[config.mk]
export PLATFORM = sky130hd
export DESIGN_NAME = lru_key_value_cache_flat
export DESIGN_NICKNAME = d
export VERILOG_FILES = /design/src/design/lkvc_pkg.sv /design/src/design/lkvc_if.sv /design/src/design/lkvc_cell.sv /design/src/design/lru_key_value_cache.sv /design/src/flat_wrapper.sv
export SDC_FILE = /design/constraint.sdc
export NUM_CORES = 2
export LEC_CHECK = 0
export BUFFER_PORTS_ARGS = -buffer_cell sky130_fd_sc_hd__buf_2
export CAP_MARGIN = 15
export CORE_UTILIZATION = 55
export DETAILED_ROUTE_END_ITERATION = 8
export HOLD_SLACK_MARGIN = 0.05
export PLACE_DENSITY_LB_ADDON = 0.25
export SLEW_MARGIN = 20
export SYNTH_ARGS = -nofsm -noshare
export SYNTH_HDL_FRONTEND = slang
export SYNTH_SLANG_ARGS = --single-unit
[constraint.sdc]
create_clock -name clk -period 63.8 [get_ports clk]
set_clock_uncertainty 0.15 [all_clocks]
set_input_delay 6.38 -clock clk [delete_from_list [all_inputs] [get_ports clk]]
set_output_delay 6.38 -clock clk [all_outputs]
set_load 0.03 [all_outputs]
[src/design/lkvc_pkg.sv]
// Shared types and constants of the LRU key-value cache.
// Holds the search token and update command that pass between the top level and its cells.
// Depends on nothing; every other design file uses it.
package lkvc_pkg;

  localparam int KEY_W     = 16;
  localparam int VALUE_W   = 32;
  localparam int CAP_W     = 5;
  // Slot indexes and ranks travel at this width so that up to 256 slots fit.
  localparam int IDX_MAX_W = 8;

  localparam logic OP_GET = 1'b0;
  localparam logic OP_PUT = 1'b1;

  typedef logic [IDX_MAX_W-1:0] wide_idx_t;

  // Token that walks down the row of cells, one cell per cycle, gathering
  // what the update needs.
  typedef struct packed {
    logic                      live;
    logic                      hit;
    wide_idx_t                 hit_idx;
    wide_idx_t                 hit_rank;
    logic signed [VALUE_W-1:0] hit_value;
    logic                      free;
    wide_idx_t                 free_idx;
    logic                      victim;
    wide_idx_t                 victim_idx;
  } lkvc_tok_t;

  // Command broadcast to every cell.
  typedef struct packed {
    logic                      apply;
    logic                      touch;
    logic                      write;
    logic                      insert;
    logic                      evict;
    wide_idx_t                 touch_idx;
    wide_idx_t                 touch_rank;
    wide_idx_t                 ins_idx;
    wide_idx_t                 vic_idx;
    wide_idx_t                 oldest;
    logic [KEY_W-1:0]          key;
    logic signed [VALUE_W-1:0] value;
  } lkvc_cmd_t;

endpackage

[src/design/lkvc_if.sv]
// Handshake channels of the LRU key-value cache: request, response and configuration.
// Depends on lkvc_pkg for the field widths.
interface lkvc_req_if;
  logic                               valid;
  logic                               ready;
  logic                               operation;
  logic [lkvc_pkg::KEY_W-1:0]         lookup_key;
  logic signed [lkvc_pkg::VALUE_W-1:0] write_value;

  modport source (output valid, output operation, output lookup_key, output write_value,
                  input ready);
  modport sink   (input valid, input operation, input lookup_key, input write_value,
                  output ready);
endinterface

interface lkvc_rsp_if;
  logic                               valid;
  logic                               ready;
  logic                               hit;
  logic signed [lkvc_pkg::VALUE_W-1:0] read_value;

  modport source (output valid, output hit, output read_value, input ready);
  modport sink   (input valid, input hit, input read_value, output ready);
endinterface

interface lkvc_cfg_if;
  logic                       valid;
  logic                       ready;
  logic [lkvc_pkg::CAP_W-1:0] capacity_in_use;

  modport source (output valid, output capacity_in_use, input ready);
  modport sink   (input valid, input capacity_in_use, output ready);
endinterface

[src/design/lkvc_cell.sv]
// One slot of the LRU key-value cache: key, value, valid bit and recency rank.
// Examines the passing search token and applies the broadcast update command.
// Depends on lkvc_pkg.
module lkvc_cell #(
  parameter int KEY_W   = 16,
  parameter int RANK_W  = 4,
  parameter int CELL_ID = 0
) (
  input  logic                clk,
  input  logic                rst,
  input  lkvc_pkg::lkvc_tok_t tok_in,
  output lkvc_pkg::lkvc_tok_t tok_out,
  input  lkvc_pkg::lkvc_cmd_t cmd
);

  localparam lkvc_pkg::wide_idx_t ID = CELL_ID[lkvc_pkg::IDX_MAX_W-1:0];

  logic                                slot_valid;
  logic [KEY_W-1:0]                    slot_key;
  logic signed [lkvc_pkg::VALUE_W-1:0] slot_value;
  logic [RANK_W-1:0]                   slot_rank;

  lkvc_pkg::wide_idx_t rank_ext;
  logic                key_hit;
  logic                is_touch;
  logic                is_ins;
  logic                is_vic;
  lkvc_pkg::lkvc_tok_t tok_next;

  assign rank_ext = lkvc_pkg::wide_idx_t'(slot_rank);
  assign key_hit  = slot_valid && (slot_key == cmd.key[KEY_W-1:0]);
  assign is_touch = (cmd.touch_idx == ID);
  assign is_ins   = (cmd.ins_idx == ID);
  assign is_vic   = (cmd.vic_idx == ID);

  // The last matching slot wins, the first free slot wins.
  always_comb begin
    tok_next = tok_in;
    if (key_hit) begin
      tok_next.hit       = 1'b1;
      tok_next.hit_idx   = ID;
      tok_next.hit_rank  = rank_ext;
      tok_next.hit_value = slot_value;
    end
    if (!slot_valid && !tok_in.free) begin
      tok_next.free     = 1'b1;
      tok_next.free_idx = ID;
    end
    if (slot_valid && (rank_ext == cmd.oldest)) begin
      tok_next.victim     = 1'b1;
      tok_next.victim_idx = ID;
    end
  end

  always_ff @(posedge clk) begin
    if (rst) begin
      tok_out.live <= 1'b0;
    end else begin
      tok_out <= tok_next;
    end
  end

  always_ff @(posedge clk) begin
    if (rst) begin
      slot_valid <= 1'b0;
    end else if (cmd.apply && cmd.insert) begin
      if (is_ins) begin
        slot_valid <= 1'b1;
      end else if (cmd.evict && is_vic) begin
        slot_valid <= 1'b0;
      end
    end
  end

  always_ff @(posedge clk) begin
    if (cmd.apply) begin
      if (cmd.touch) begin
        if (is_touch) begin
          slot_rank <= '0;
          if (cmd.write) begin
            slot_value <= cmd.value;
          end
        end else if (slot_valid && (rank_ext < cmd.touch_rank)) begin
          slot_rank <= RANK_W'(slot_rank + 1'b1);
        end
      end else if (cmd.insert) begin
        if (is_ins) begin
          slot_key   <= cmd.key[KEY_W-1:0];
          slot_value <= cmd.value;
          slot_rank  <= '0;
        end else if (slot_valid && !(cmd.evict && is_vic)) begin
          slot_rank <= RANK_W'(slot_rank + 1'b1);
        end
      end
    end
  end

endmodule

[src/design/lru_key_value_cache.sv]
// Top level of the LRU key-value cache: controller, result register and the row of slot cells.
// Depends on lkvc_pkg, the channel interfaces in lkvc_if and lkvc_cell.
//
// Usage. The req channel carries one word per operation: operation (get or put), lookup_key
// and write_value. The rsp channel returns exactly one word per request: hit, set when the
// key was present before the operation, and read_value, the stored value on a get that hits
// and zero otherwise. The cfg channel writes capacity_in_use, the number of entries held
// before the least recent one is evicted; zero acts as one and values above ENTRIES act as
// ENTRIES. cfg is always ready and is meant to be written while no request is in flight.
//
// Timing. A request is served by a search token that walks the row of ENTRIES cells, one
// cell per cycle, collecting the hit, the first free slot and the least recent slot. The
// token is then latched into the tail register, and in the done state the update is applied
// to all cells at once while the response is loaded. The next request can be accepted once
// the response becomes valid; a request is not accepted while another is in flight.
//
// The response sits in an output register: a new request is accepted while a finished
// response waits, and only the commit of that next result waits for rsp.ready.
// Reset (rst, synchronous) empties the cache, drops any pending response and sets the
// capacity back to 16.
module lru_key_value_cache #(
  parameter int ENTRIES  = 16,
  parameter int KEY_BITS = 16
) (
  input logic        clk,
  input logic        rst,
  lkvc_req_if.sink   req,
  lkvc_rsp_if.source rsp,
  lkvc_cfg_if.sink   cfg
);

  localparam int RANK_W = (ENTRIES > 1) ? $clog2(ENTRIES) : 1;
  localparam int CNT_W  = $clog2(ENTRIES + 1);
  localparam int SK_W   = (KEY_BITS < lkvc_pkg::KEY_W) ? KEY_BITS : lkvc_pkg::KEY_W;
  localparam int CMP_W  = (CNT_W > lkvc_pkg::CAP_W) ? CNT_W : lkvc_pkg::CAP_W;

  localparam logic [1:0] ST_IDLE   = 2'd0;
  localparam logic [1:0] ST_SEARCH = 2'd1;
  localparam logic [1:0] ST_DONE   = 2'd2;

  logic [1:0]                          state;
  logic [1:0]                          state_next;
  logic                                seed_live;
  logic                                q_op;
  logic [SK_W-1:0]                     q_key;
  logic signed [lkvc_pkg::VALUE_W-1:0] q_value;
  lkvc_pkg::lkvc_tok_t                 tail;
  logic [CNT_W-1:0]                    fill_count;
  logic [lkvc_pkg::CAP_W-1:0]          capacity;
  logic                                out_valid;
  logic                                out_hit;
  logic signed [lkvc_pkg::VALUE_W-1:0] out_value;

  lkvc_pkg::lkvc_tok_t chain [ENTRIES+1];
  lkvc_pkg::lkvc_cmd_t cmd;

  logic             accept;
  logic             done_fire;
  logic [CMP_W-1:0] cap_ext;
  logic [CMP_W-1:0] eff_cap;
  logic             full;
  logic             need_evict;
  lkvc_pkg::wide_idx_t ins_idx;

  assign accept    = req.valid && req.ready;
  assign req.ready = (state == ST_IDLE);
  assign done_fire = (state == ST_DONE) && (!out_valid || rsp.ready);
  assign cfg.ready = 1'b1;

  assign rsp.valid      = out_valid;
  assign rsp.hit        = out_hit;
  assign rsp.read_value = out_value;

  // Effective capacity, clamped to the range one to ENTRIES.
  assign cap_ext = CMP_W'(capacity);
  always_comb begin
    if (capacity == '0) begin
      eff_cap = CMP_W'(1);
    end else if (cap_ext > CMP_W'(ENTRIES)) begin
      eff_cap = CMP_W'(ENTRIES);
    end else begin
      eff_cap = cap_ext;
    end
  end

  assign full       = (CMP_W'(fill_count) >= eff_cap);
  assign need_evict = full || !tail.free;

  // After an eviction the lowest invalid slot is either the old first free slot or the
  // victim, whichever is lower.
  always_comb begin
    if (!tail.free) begin
      ins_idx = tail.victim_idx;
    end else if (need_evict && (tail.victim_idx < tail.free_idx)) begin
      ins_idx = tail.victim_idx;
    end else begin
      ins_idx = tail.free_idx;
    end
  end

  always_comb begin
    cmd            = '0;
    cmd.apply      = done_fire;
    cmd.touch      = tail.hit;
    cmd.write      = (q_op == lkvc_pkg::OP_PUT);
    cmd.insert     = (q_op == lkvc_pkg::OP_PUT) && !tail.hit;
    cmd.evict      = need_evict;
    cmd.touch_idx  = tail.hit_idx;
    cmd.touch_rank = tail.hit_rank;
    cmd.ins_idx    = ins_idx;
    cmd.vic_idx    = tail.victim_idx;
    cmd.oldest     = lkvc_pkg::wide_idx_t'(fill_count - 1'b1);
    cmd.key        = lkvc_pkg::KEY_W'(q_key);
    cmd.value      = q_value;
  end

  // The token enters the first cell with all flags clear.
  always_comb begin
    chain[0]      = '0;
    chain[0].live = seed_live;
  end

  for (genvar i = 0; i < ENTRIES; i++) begin : g_cell
    lkvc_cell #(
      .KEY_W   (SK_W),
      .RANK_W  (RANK_W),
      .CELL_ID (i)
    ) u_cell (
      .clk     (clk),
      .rst     (rst),
      .tok_in  (chain[i]),
      .tok_out (chain[i+1]),
      .cmd     (cmd)
    );
  end

  always_comb begin
    state_next = state;
    case (state)
      ST_IDLE: begin
        if (accept) begin
          state_next = ST_SEARCH;
        end
      end
      ST_SEARCH: begin
        if (chain[ENTRIES].live) begin
          state_next = ST_DONE;
        end
      end
      ST_DONE: begin
        if (done_fire) begin
          state_next = ST_IDLE;
        end
      end
      default: begin
        state_next = ST_IDLE;
      end
    endcase
  end

  always_ff @(posedge clk) begin
    if (rst) begin
      state      <= ST_IDLE;
      seed_live  <= 1'b0;
      fill_count <= '0;
      capacity   <= lkvc_pkg::CAP_W'(16);
      out_valid  <= 1'b0;
    end else begin
      state     <= state_next;
      seed_live <= accept;
      if (cfg.valid && cfg.ready) begin
        capacity <= cfg.capacity_in_use;
      end
      if (done_fire && cmd.insert && !need_evict) begin
        fill_count <= CNT_W'(fill_count + 1'b1);
      end
      if (done_fire) begin
        out_valid <= 1'b1;
      end else if (rsp.ready) begin
        out_valid <= 1'b0;
      end
    end
  end

  always_ff @(posedge clk) begin
    if (accept) begin
      q_op    <= req.operation;
      q_key   <= req.lookup_key[SK_W-1:0];
      q_value <= req.write_value;
    end
    if ((state == ST_SEARCH) && chain[ENTRIES].live) begin
      tail <= chain[ENTRIES];
    end
    if (done_fire) begin
      out_hit <= tail.hit;
      if ((q_op == lkvc_pkg::OP_GET) && tail.hit) begin
        out_value <= tail.hit_value;
      end else begin
        out_value <= '0;
      end
    end
  end

endmodule

[src/flat_wrapper.sv]
// flat-port wrapper written by rule: the top's interface ports become plain ports
module lru_key_value_cache_flat 
#(
  parameter int ENTRIES  = 16,
  parameter int KEY_BITS = 16
)
  (clk, rst, req_valid, req_operation, req_lookup_key, req_write_value, req_ready, rsp_valid, rsp_hit, rsp_read_value, rsp_ready, cfg_valid, cfg_capacity_in_use, cfg_ready);
  lkvc_req_if req_i ();
  lkvc_rsp_if rsp_i ();
  lkvc_cfg_if cfg_i ();
  input logic clk;
  input logic rst;
  input wire logic [$bits(req_i.valid)-1:0] req_valid;
  input wire logic [$bits(req_i.operation)-1:0] req_operation;
  input wire logic [$bits(req_i.lookup_key)-1:0] req_lookup_key;
  input wire logic [$bits(req_i.write_value)-1:0] req_write_value;
  output wire logic [$bits(req_i.ready)-1:0] req_ready;
  output wire logic [$bits(rsp_i.valid)-1:0] rsp_valid;
  output wire logic [$bits(rsp_i.hit)-1:0] rsp_hit;
  output wire logic [$bits(rsp_i.read_value)-1:0] rsp_read_value;
  input wire logic [$bits(rsp_i.ready)-1:0] rsp_ready;
  input wire logic [$bits(cfg_i.valid)-1:0] cfg_valid;
  input wire logic [$bits(cfg_i.capacity_in_use)-1:0] cfg_capacity_in_use;
  output wire logic [$bits(cfg_i.ready)-1:0] cfg_ready;
  assign req_i.valid = req_valid;
  assign req_i.operation = req_operation;
  assign req_i.lookup_key = req_lookup_key;
  assign req_i.write_value = req_write_value;
  assign req_ready = req_i.ready;
  assign rsp_valid = rsp_i.valid;
  assign rsp_hit = rsp_i.hit;
  assign rsp_read_value = rsp_i.read_value;
  assign rsp_i.ready = rsp_ready;
  assign cfg_i.valid = cfg_valid;
  assign cfg_i.capacity_in_use = cfg_capacity_in_use;
  assign cfg_ready = cfg_i.ready;
  lru_key_value_cache #(.ENTRIES(ENTRIES), .KEY_BITS(KEY_BITS)) u_core (.clk(clk), .rst(rst), .req(req_i), .rsp(rsp_i), .cfg(cfg_i));
endmodule
---- Yosys cells after proc, flatten, opt, wreduce, memory -nomap -nowiden ----
Index checks and enable logic that the tools add are counted.
cells by class
  add/subtract/negate cells ............... 18
  mux-type cells .......................... 220
  reduce and logical (&&, ||, !) cells .... 274
  $lt $le $gt $ge ......................... 19
  bitwise gates (word level) .............. 2
  equality and inequality tests ........... 114
operators by type and width
  kind                   number
  $mux W32               65
  $mux W36               15
  $mux W4                96
  $eq A16 B16 Y1         16
  $eq A8 B4 Y1 const B   24
  $lt A4 B8 Y1           16
  $reduce_and A4 Y1      32
  $eq A4 B8 Y1           15
  $logic_and A1 B1 Y1    102
  $eq A8 B3 Y1 const B   12
  $reduce_and A5 Y1      16
  $reduce_bool A2 Y1     34
  $add A4 B1 Y4 const B  16
  $logic_not A1 Y1       50
  $mux W49               1
  $eq A8 B2 Y1 const B   6
  $ne A3 B3 Y1 const B   16
  $reduce_bool A3 Y1     16
  $ne A2 B2 Y1 const B   18
  $mux W1                34
  $reduce_and A2 Y1      16
  $eq A8 B1 Y1 const B   3
  $logic_not A8 Y1       3
  $mux W8                2
  other kinds (17)       23
storage, ports and cells
  bits of input ports ..................... 59
  logic and storage cells ................. 872
  register bits after elaboration ......... 2082
  output and inout port bits .............. 36

---- Logic depth before layout (Yosys ltp) ----
  word-level depth ........................ 12
  depth in mapped cells ................... 12
  depth with buffers taken out ............ 9

---- Modules after synthesis ----
From an unflattened synthesis, not the netlist that was laid out.
second synthesis, totals
  cells, all modules ...................... 4624
  area total of the unflattened synthesis .. 85046.6 µm²
by module, submodules not included
  module                                    area each (µm²)  sequential area each (µm²)  cells each  times used
  lkvc_cell (u_core.g_cell[10].u_cell ...)  4963.5           3613.5                      268         4
  lkvc_cell (u_core.g_cell[11].u_cell ...)  4958.5           3613.5                      269         4
  lkvc_cell (u_core.g_cell[2].u_cell ...)   4954.8           3613.5                      270         3
  lru_key_value_cache                       5770.5           4724.5                      318         1
  lkvc_cell (u_core.g_cell[1].u_cell)       4951.0           3613.5                      272         1
  lkvc_cell (u_core.g_cell[12].u_cell)      4946.0           3613.5                      268         1
  lkvc_cell (u_core.g_cell[0].u_cell)       4943.5           3613.5                      272         1
  lkvc_cell (u_core.g_cell[15].u_cell)      4943.5           3613.5                      268         1
  lkvc_cell (u_core.g_cell[3].u_cell)       4939.7           3613.5                      268         1

---- Worst setup path after synthesis ----
OpenSTA, ideal clock, no wires.
  path kind ............................... in2reg
  from .................................... input port rst
  to ...................................... register u_core.g_cell[10].u_cell.slot_valid
  data arrival time ....................... 30048 ps
  setup slack ............................. 33425 ps
  path buffers ............................ 1
  stages .................................. 4
  data required time ...................... 63473 ps
  setup time .............................. 177 ps
  cells stage by stage .................... inv_1 > clkbuf_1 > o311ai_0 > o311ai_0
RTL lines
  item                    RTL line            text
  start: declaration      flat_wrapper.sv:12  input logic rst;
  end signal: assignment  lkvc_cell.sv:65     slot_valid <= 1'b0;
  end signal: assignment  lkvc_cell.sv:68     slot_valid <= 1'b1;
  end signal: assignment  lkvc_cell.sv:70     slot_valid <= 1'b0;
  end: declaration        lkvc_cell.sv:18     logic slot_valid;

---- Worst setup path in the final report ----
  from .................................... input port rst
  to ...................................... register u_core.g_cell[3].u_cell.tok_out[34] (netlist name) (enable)
RTL lines
  item                    RTL line         text
  end signal: assignment  lkvc_cell.sv:59  tok_out <= tok_next;
  end: declaration        lkvc_cell.sv:12  output lkvc_pkg::lkvc_tok_t tok_out,
No word-level cell between the ends.

==> results.md <==
- Status: finished, final reports clean
- Syn. warnings: 0
- M2 GR Usage: 0.313
- Critical path's slowest cell: buf_4
- Mapped Area: 70000 um2
- CP Max Fanout: 176
- DRT antenna net count: 0
- Cell taking the most area after synthesis: edfxtp_1
- Layout cells sized above 1: 0.246
- Max-cap violations: 0
- Most used cell, CP: buf_4
- Worst Max-Slew Pin Slew: 1.13 ns
- Post-CTS setup buffers: 0
- Leak pwr: 26.2 nW
- Worst R2R Start: u_core.fill_count[0]
- IO Pins: 95
- Hold Fails Final Rpt: 0
- RD Place Congestion: 0.892
- CP bufs+invs: 5
- Critical path endpoint: u_core.g_cell[3].u_cell.tok_out[34]
- Part of the cycle the worst path needs: 0.147
- Htree depth: 4
- Syn Area/Cell: 17.9 um2
- Met1 Track Usage GR: 0.312
- Core area: 126000 um2
- Area after DPL: 72500 um2
- Worst-case reg-to-reg path depth: 10
- Num CTS Buffers: 176
- Total power draw: 2.37 mW
- CTS resizes: 0
- Endpoint type of the worst setup path: register
- Hold/Removal Path Class: reg2reg
- CP Data Required Time: 64.08 ns
- Pwr Density: 30.3 nW/um2
- Critical Path Max Stage Delay: 0.77 ns
- Clk buf depth: 3
- Total number of vias: 33704
- Crit path time final: 9.40 ns
- Wirelength, routed: 133 mm
- Yosys cell types: 61
- Die area: 129000 um2
- Row count: 130
- TritonCTS sink count: 1765
- Crit path cell chain: buf_2 > inv_8 > buf_12 > buf_4 > buf_4
- Post-Synthesis Cells: 3909
- Busiest layer in global routing: met2
- Worst-skew pair later-pin latency: 0.81 ns
- Setup-failing EPs final: 0
- Die H: 359 um
- Reg clk slew, reported paths: 0.06 ns
- Wire length per cell: 22.6 um
- #FFs+latches synth: 1765
- Die W: 359 um
- Reg-to-reg endpoint: u_core.g_cell[0].u_cell.slot_value[28]
- Syn_nets: 4042
- Share of the synthesized area in the top cell type: 0.738
- Fill cells: 8827
- DRC: 0
- Largest net degree at the start of global routing: 177
- Type of origin of the critical path: input port
- Kind of critical path: in2reg
- Root Buffer: clkbuf_16
- Initial Utilization: 0.556
- Nets@finish: 4220
- Design Area, Final: 78100 um2
- Fin worst setup slack: 54.40 ns
- First-pass GRT wire length: 203 mm
- Synth Flop Type: edfxtp_1
- Slew Limit Fails: 0
- Asr flop ratio synth: 0
- Port bufs: 93
- Crit. Startpoint: rst
- F_max: 106 MHz
- GRT Overall Usage: 0.210
- Largest cells by area after synthesis: edfxtp_1 74%, mux2_2 8.3%, xnor2_1 2.5%
- CTS tree: done
- Final global-route overflow total: 0
- EDFF count, synth: 1719
- Crit path depth: 5
- Drt via density: 5.73
- Post-CTS Hold Buffers: 0
- Relative slew slack: 0.245
- CP delay by family, top: buffers and inverters
- Register area share after synthesis: 0.751
- Reg2Reg Setup Slack: 58.67 ns
- TNS Setup: 0 ns
- DP Wirelength: 79.6 mm
- Vias in the first global route: 33436
- Initial antenna violation count: 3
- RSZ-0062 raised after global routing: false
- Arrival @ worst endpoint: 9.68 ns
- Pre-CTS setup slack: 53.43 ns
- Met3 Use GR: 0.0408
- VDD IR-drop max: 0.0000280 V
- Layout area overhead: 11.7%
- Drt first-iter violations: 2998
- Initial DRT Pass Iterations: 5
-- registers in the layout (all words and copies together) (netlist names) --
register,count
u_core.q_key,16
u_core.rsp.hit,1
u_core.q_op,1
u_core.g_cell.u_cell.slot_rank,64
u_core.g_cell.u_cell.slot_key,256
u_core.g_cell.u_cell.slot_valid,16
u_core.rsp.valid,1
u_core.state,2
u_core.g_cell.u_cell.tok_out,771
u_core.tail,37
u_core.cap_ext,5
u_core.g_cell.u_cell.slot_value,512
u_core.seed_live,1
u_core.q_value,32
u_core.cmd,13
u_core.rsp.read_value,32
u_core.fill_count,5
-- worst reg2reg max path, delay by kind of cell, from the launching register on --
family | cells | cell delay, ns
buf+inv | 4 | 1.54
fa+ha+maj | 1 | 0.30
flops | 1 | 0.30
simple gates | 1 | 0.15
compound gates | 4 | 2.29
-- metal layers --
layer,vias up,routed length [um]
met5,-,0
met4,0,3720
met3,260,8030
met2,1049,59400
met1,16968,61800
li1,15427,-
-- cell families after synthesis --
kind of cell             synth area share
AO/OA/AOI/OAI                      0.0259
flip-flops                          0.751
XOR/XNOR                           0.0441
adder cells (fa/ha/maj)            0.0132
AND/OR/NAND/NOR                    0.0630
multiplexers                       0.0889
buffers and inverters              0.0141
other                           0.0000536
-- worst min-delay path by stage --
stage / from / end / slack, ns / cells past startpoint
3_3_place_gp: u_core.g_cell[15].u_cell.tok_out[19] / u_core.tail[19] / 0.25 / 0
2_1_floorplan: u_core.g_cell[15].u_cell.tok_out[0] / u_core.cmd[56] / 0.25 / 0
6_report: u_core.g_cell[15].u_cell.tok_out[51] / u_core.cmd[73] / 0.26 / 0
4_1_cts: u_core.g_cell[15].u_cell.tok_out[51] / u_core.cmd[73] / 0.25 / 0
3_5_place_dp: u_core.g_cell[15].u_cell.tok_out[21] / u_core.tail[21] / 0.25 / 0
5_1_grt: u_core.g_cell[15].u_cell.tok_out[51] / u_core.cmd[73] / 0.27 / 0
-- layout make-up --
class                      count  area (um2)  share of cell area
multi-input combinational   1953       16800               0.215
clock inverter                99         937              0.0120
sequential                  1765       52500               0.672
clock buffer                 220        4670              0.0598
timing repair buffer         169        1060              0.0136
tap                         1650        2060              0.0264
antenna                        2        5.00           0.0000640
inverter                      22        90.1             0.00115
-- power by group --
group	switching (mW)	leakage [nW]	internal [mW]
Clock	0.426	2.72	0.569
Combinational	0.0308	7.03	0.0226
Sequential	0.0140	16.4	1.30
Total	0.471	26.2	1.89
-- per-stage QoR --
step                       util  cells  hold WS, ns
final                     0.621   5880        0.257
after global placement    0.576   5559        0.250
after CTS                 0.621   5878        0.248
after global routing      0.621   5878        0.266
after floorplan               -   3909        0.250
after detailed placement  0.576   5559        0.255
-- Yosys cell counts (all sizes together) (27+ instances only) --
cell and count:
edfxtp 1719, nand4 86, ha 74, buf 110, and2 109, and3 27, o31ai 28, nor2 58
nand2b 134, o311ai 32, xnor2 197, xor2 155, a211oi 28, dfxtp 46, nor4 45, o21ai 40
nand2 52, nand3 56, nor3 51, clkbuf 59, nor2b 43, or2 31, mux2 540
-- cells in the final DEF (no fill, tap or decap), types with 24 or more instances in the layout --
master / instances
nor2_1: 55
dfxtp_1: 46
nor3_1: 50
mux2_2: 515
nand3_1: 55
o21ai_0: 38
and2_1: 108
and3_1: 26
buf_4: 74
a31oi_1: 24
buf_2: 93
ha_1: 74
xnor2_1: 196
nor2b_1: 43
o311ai_0: 32
clkinv_2: 25
nand2b_1: 133
xor2_1: 154
nand4_1: 86
nand2_1: 52
clkbuf_16: 180
edfxtp_1: 1719
clkbuf_1: 38
nor4_1: 34
mux2_4: 25
clkinv_1: 47
or2_2: 30
Power figures use the tool's default switching activity.
